==> config.mk <==
export PLATFORM = sky130hd
export DESIGN_NAME = rlx3_result_fifo
export DESIGN_NICKNAME = d
export VERILOG_FILES = /design/src/hw/rtl/raster_local_extrema_3x3_core_assert.svh /design/src/hw/rtl/rlx3_pkg.sv /design/src/hw/rtl/rlx3_result_fifo.sv
export SDC_FILE = /design/constraint.sdc
export NUM_CORES = 1
export LEC_CHECK = 0
export CORE_MARGIN = 2
export CORE_UTILIZATION = 40
export CTS_CLUSTER_DIAMETER = 200
export DETAILED_ROUTE_END_ITERATION = 8
export DONT_BUFFER_PORTS = 1
export MAX_ROUTING_LAYER = met4
export PLACE_DENSITY = 0.63
export RECOVER_POWER = 50
export SYNTH_ARGS = -nofsm -noshare
export SYNTH_HDL_FRONTEND = slang
export SYNTH_SLANG_ARGS = --single-unit
==> constraint.sdc <==
create_clock -name clk -period 7.8 [get_ports clk]
set_clock_uncertainty 0.05 [all_clocks]
set_input_delay 1.95 -clock clk [delete_from_list [all_inputs] [get_ports clk]]
set_output_delay 1.95 -clock clk [all_outputs]
set_load 0.03 [all_outputs]
==> src/hw/rtl/raster_local_extrema_3x3_core_assert.svh <==
// ----------------------------------------------------------------------------
// Assertion macros for the local extrema core
// Concurrent checks on the rising clock edge; disabled while in reset.
// ----------------------------------------------------------------------------
`ifndef RASTER_LOCAL_EXTREMA_3X3_CORE_ASSERT_SVH
`define RASTER_LOCAL_EXTREMA_3X3_CORE_ASSERT_SVH

// expr must hold on every edge
`define RLX3_ASSERT_HOLDS(label, clk, rst_n, expr, msg) \
	label: assert property (@(posedge clk) disable iff (!rst_n) (expr)) else $error(msg);

// cons must hold on the same edge as ante
`define RLX3_ASSERT_IMPLIES(label, clk, rst_n, ante, cons, msg) \
	label: assert property (@(posedge clk) disable iff (!rst_n) (ante) |-> (cons)) else $error(msg);

// cons must hold on the edge after ante
`define RLX3_ASSERT_NEXT(label, clk, rst_n, ante, cons, msg) \
	label: assert property (@(posedge clk) disable iff (!rst_n) (ante) |=> (cons)) else $error(msg);

`endif

==> src/hw/rtl/rlx3_pkg.sv <==
// ----------------------------------------------------------------------------
// rlx3_pkg
// Shared constants, payload types and codes of the 3x3 local extrema core.
// ----------------------------------------------------------------------------
`default_nettype none

package rlx3_pkg;

	localparam int MAX_WIDTH       = 1024;
	localparam int MAX_HEIGHT      = 65535;
	localparam int VALUE_BITS      = 32;
	localparam int STORE_ROWS      = 4;

	localparam int COL_BITS        = $clog2(MAX_WIDTH);
	// arrival row runs up to MAX_HEIGHT+1 on the frame-end tick
	localparam int ROW_BITS        = $clog2(MAX_HEIGHT + 2);
	localparam int OUT_ROW_BITS    = 16;
	localparam int STORE_ROW_BITS  = $clog2(STORE_ROWS);
	localparam int STORE_ADDR_BITS = STORE_ROW_BITS + COL_BITS;
	localparam int STORE_DEPTH     = STORE_ROWS * MAX_WIDTH;
	localparam int CELL_BITS       = VALUE_BITS + 1;

	localparam int WIDTH_REG_BITS  = 11;
	localparam int HEIGHT_REG_BITS = 16;
	localparam int CFG_DATA_BITS   = 16;
	localparam int CFG_INDEX_BITS  = 3;

	localparam int FIFO_DEPTH      = 8;
	localparam int FIFO_PTR_BITS   = $clog2(FIFO_DEPTH);
	localparam int FIFO_CNT_BITS   = FIFO_PTR_BITS + 1;

	localparam logic CMD_SAMPLE = 1'b0;
	localparam logic CMD_PAD    = 1'b1;

	typedef enum logic [CFG_INDEX_BITS-1:0] {
		REG_GRID_WIDTH,
		REG_GRID_HEIGHT,
		REG_TIES_EXTREME,
		REG_ABSOLUTE_ONLY,
		REG_EDGE_ALLOWED
	} cfg_reg_t;

	typedef enum logic [1:0] {
		KIND_LOCAL_MIN,
		KIND_LOCAL_MAX,
		KIND_ABS_MIN,
		KIND_ABS_MAX
	} kind_t;

	typedef struct packed {
		logic                         nodata;
		logic signed [VALUE_BITS-1:0] value;
	} cell_t;

	typedef struct packed {
		logic                         command;
		logic signed [VALUE_BITS-1:0] cell_value;
		logic                         cell_is_nodata;
	} grid_item_t;

	typedef struct packed {
		kind_t                        kind;
		logic [COL_BITS-1:0]          column;
		logic [OUT_ROW_BITS-1:0]      row;
		logic signed [VALUE_BITS-1:0] value;
		logic                         last;
	} report_t;

	// up to two reports enter the queue per cycle
	typedef struct packed {
		logic [1:0] count;
		report_t    item0;
		report_t    item1;
	} push_t;

endpackage

`default_nettype wire

==> src/hw/rtl/rlx3_result_fifo.sv <==
// ----------------------------------------------------------------------------
// rlx3_result_fifo
// Report queue: takes zero, one or two items a cycle, hands out one.
// ----------------------------------------------------------------------------
`default_nettype none

module rlx3_result_fifo (
	input  logic                               clk,
	input  logic                               arst_n,
	input  rlx3_pkg::push_t                    push,
	input  logic                               take,
	output logic                               valid,
	output rlx3_pkg::report_t                  item,
	output logic [rlx3_pkg::FIFO_CNT_BITS-1:0] count
);

	import rlx3_pkg::*;

	report_t                  store_q [FIFO_DEPTH];
	logic [FIFO_PTR_BITS-1:0] wr_q;
	logic [FIFO_PTR_BITS-1:0] rd_q;
	logic [FIFO_CNT_BITS-1:0] cnt_q;
	logic                     pop;
	logic [FIFO_PTR_BITS-1:0] wr_next1;

	assign valid    = (cnt_q != '0);
	assign item     = store_q[rd_q];
	assign count    = cnt_q;
	assign pop      = valid && take;
	assign wr_next1 = wr_q + FIFO_PTR_BITS'(1);

	always_ff @(posedge clk or negedge arst_n) begin
		if (!arst_n) begin
			wr_q  <= '0;
			rd_q  <= '0;
			cnt_q <= '0;
		end else begin
			wr_q  <= wr_q + FIFO_PTR_BITS'(push.count);
			rd_q  <= rd_q + FIFO_PTR_BITS'(pop);
			cnt_q <= cnt_q + FIFO_CNT_BITS'(push.count) - FIFO_CNT_BITS'(pop);
		end
	end

	always_ff @(posedge clk) begin
		if (push.count != 2'd0) begin
			store_q[wr_q] <= push.item0;
		end
		if (push.count == 2'd2) begin
			store_q[wr_next1] <= push.item1;
		end
	end

endmodule

`default_nettype wire

==> flow_metrics.tcl <==
set metrics [dict create \
    status "complete, but fails checks" \
    violations "capacitance limit, slew limit" \
    drive_above_1_share_pct 56.4 \
    cts.htree.levels 2 \
    cts_sinks 498 \
    routed_wl_um 62500 \
    rows 91 \
    crit_family "buffers and inverters" \
    rr_endpoint "store_q[7][19]" \
    rsz0062_at_grt "no" \
    final_antenna_net_count 0 \
    syn_avg_cell_area_um2 18.9 \
    clk_path_buf_depth 3 \
    intPower_mw 6.92 \
    fin_nets 1453 \
    critPathSlowestCell "clkbuf_1" \
    clockPowerShare_pct 22.2 \
    cp.arrival_ns 6.41 \
    ys_top_cells_by_count "mux2_2 (544), edfxtp_1 (488), mux4_2 (122), buf_2 (37), inv_1 (14)" \
    drtPass1Iterations 5 \
    synth_ff_type "edfxtp_1" \
    cellPowerDensity_nw_per_um2 395 \
    crit_fanout 51 \
    switching_share_pct 35.5 \
    netSwitchingPower_mw 3.81 \
    r2r_slack_ns 2.15 \
    grt_pass1_wl_um 91300 \
    vias_per_cell 5.63 \
    synth_most_common_cell "mux2_2" \
    cp-start-kind "input pin" \
    grt-ovfl-total 0 \
    gp_congestion 0.760 \
    hold_path_class "reg -> reg" \
    yosysWarnings 0 \
    syn_to_final_growth_pct 9.30 \
    ctsResizeCount 0 \
    crit_type "in -> reg" \
    path_cells "nor3b_1 > nand3_1 > clkbuf_1 > mux2_2" \
    yosys-top-cells-area "edfxtp_1 (59%), mux2_2 (25%), mux4_2 (11%)" \
    grt_pass1_vias 13600 \
    end_kind "register" \
    pwr-share-comb_pct 38.0 \
    clk-insertion-delay-late_ns 0.60 \
    post_cts_buffers 0 \
    min_to "wr_q[0]" \
    numCtsBuffers 54 \
    crit_path_start "push[123]" \
    min_path_cells 1 \
    place_area_um2 25700 \
    portBuffers 0 \
    hold_ws_ns 0.595 \
    p_leak_nw 8.74 \
    root_buffer "clkbuf_16" \
    core_um2 61600 \
    ir_worst_vdd_v 0.000255 \
    grt_use_total_pct 20.2 \
    wire_per_inst_um 28.5 \
    fillerInstances 5350 \
    clk_pin_slew_ns 0.06 \
    cp_num_buf_inv 1 \
    cts_hold_buf 0 \
    worstMarginPinSlew_ns 4.48 \
    ys_types 35 \
    async_flop_share_pct 2.01 \
    io_pins 193 \
    die_area_um2 64200 \
    netlist_instances 1314 \
    fmax_mhz 163 \
    n_antenna_cell 0 \
    die_h_um 253 \
    remaining_drc_errors 0 \
    cts_tree "done" \
    required_ns 8.07 \
    slew_viol_final 512 \
    max_stage_delay_ns 3.17 \
    reg2reg_from "wr_q[0]" \
    hp-start "wr_q[0]" \
    drt_iter0_drc 789 \
    grt_max_degree 60 \
    slew_headroom_pct -199 \
    die_x_um 253 \
    worstRegToRegCells 5 \
    hold_violations 0 \
    vias 12300 \
    stdcell_area_um2 27200 \
    antenna_found_initial 0 \
    syn_area_um2 24900 \
    ys_seq_area_share_pct 59.9 \
    yosysTopAreaCellShare_pct 58.9 \
    setup_viol 0 \
    synth-seq-cells 498 \
    floorplan.initialDensity_pct 40.4 \
    synth_largest_area_cell "edfxtp_1" \
    synth_edf_count 488 \
    cap_viol_max_count 16 \
    final.setup.tns_ns 0 \
    synth_nets 1453 \
    fin_crit_ns 6.14 \
    fin_crit_sh_pct 78.7 \
    hpwlAfterDp_um 33400 \
    seq_power_share_pct 39.7 \
]
[final cells by class]
cell class / count / area (um2) / share of cell area (%)
flip-flops and latches: 498 / 14900 / 54.9
multi-input cells: 718 / 9370 / 34.5
clock buffers: 71 / 1440 / 5.28
well taps: 837 / 1050 / 3.85
repair buffers: 28 / 185 / 0.681
clock inverters: 23 / 173 / 0.635
inverters: 14 / 52.6 / 0.193
[flip-flops by register name, summed over array words and instances (netlist names)]
register / flops
store_q: 488
count: 4
wr_q: 3
rd_q: 3
[routing by layer]
metal,GRT usage (%),vias to the layer above,wire (um)
met5,-,-,0
met4,5.07,0,1350
met3,5.26,92,3760
met2,35.6,273,33100
met1,22.9,6573,24300
li1,-,5394,-
[kinds of logic (layout without fill, tap and decap cells)]
logic type | after synthesis | count (layout) | share of synthesized area (%)
AO/OA/AOI/OAI | 12 | 12 | 0.292
XOR/XNOR | 6 | 6 | 0.272
adder cells (fa/ha/maj) | 12 | 12 | 0.664
buffers and inverters | 98 | 136 | 2.41
flip-flops | 498 | 498 | 59.9
multiplexers | 671 | 671 | 35.9
AND/OR/NAND/NOR | 17 | 17 | 0.518
[layout by cell type (no fill, tap or decap), types with 6 or more instances in the layout]
cell	instances
mux2_2	544
edfxtp_1	488
mux4_2	122
clkbuf_16	55
clkbuf_1	26
buf_4	17
inv_1	14
ha_1	10
clkinv_2	8
clkinv_1	8
dfrtp_1	7
nand2_1	6
[power groups by stage]
stage                     Combinational, mW  Sequential [mW]  Clock [mW]
after floorplan                        3.22             4.26           0
after global placement                 4.18             4.27           0
after detailed placement               4.21             4.31           0
after CTS                              4.23             4.26        2.45
after global routing                   4.32             4.34        2.54
final                                  4.08             4.26        2.38
[through the flow]
stage	setup slack, ns	utilization [%]	total power, mW	cells
after global routing	1.42	44.1	11.2	2189
after global placement	2.94	41.8	8.45	2095
final	1.66	44.1	10.7	2189
after floorplan	0.555	-	7.48	1314
after detailed placement	2.88	41.8	8.52	2095
after CTS	2.43	44.4	10.9	2189
[how the worst max path moves through the flow]
stage                     endpoint  slack, ns  depth (start not counted)
floorplan            store_q[1][0]       0.55                          2
global placement    store_q[3][47]       2.94                          5
detailed placement  store_q[3][43]       2.88                          5
CTS                       item[38]       2.43                          3
global route        store_q[3][46]       1.42                          5
finish              store_q[7][19]       1.66                          4
No activity file was read; power rests on OpenSTA's default activity.
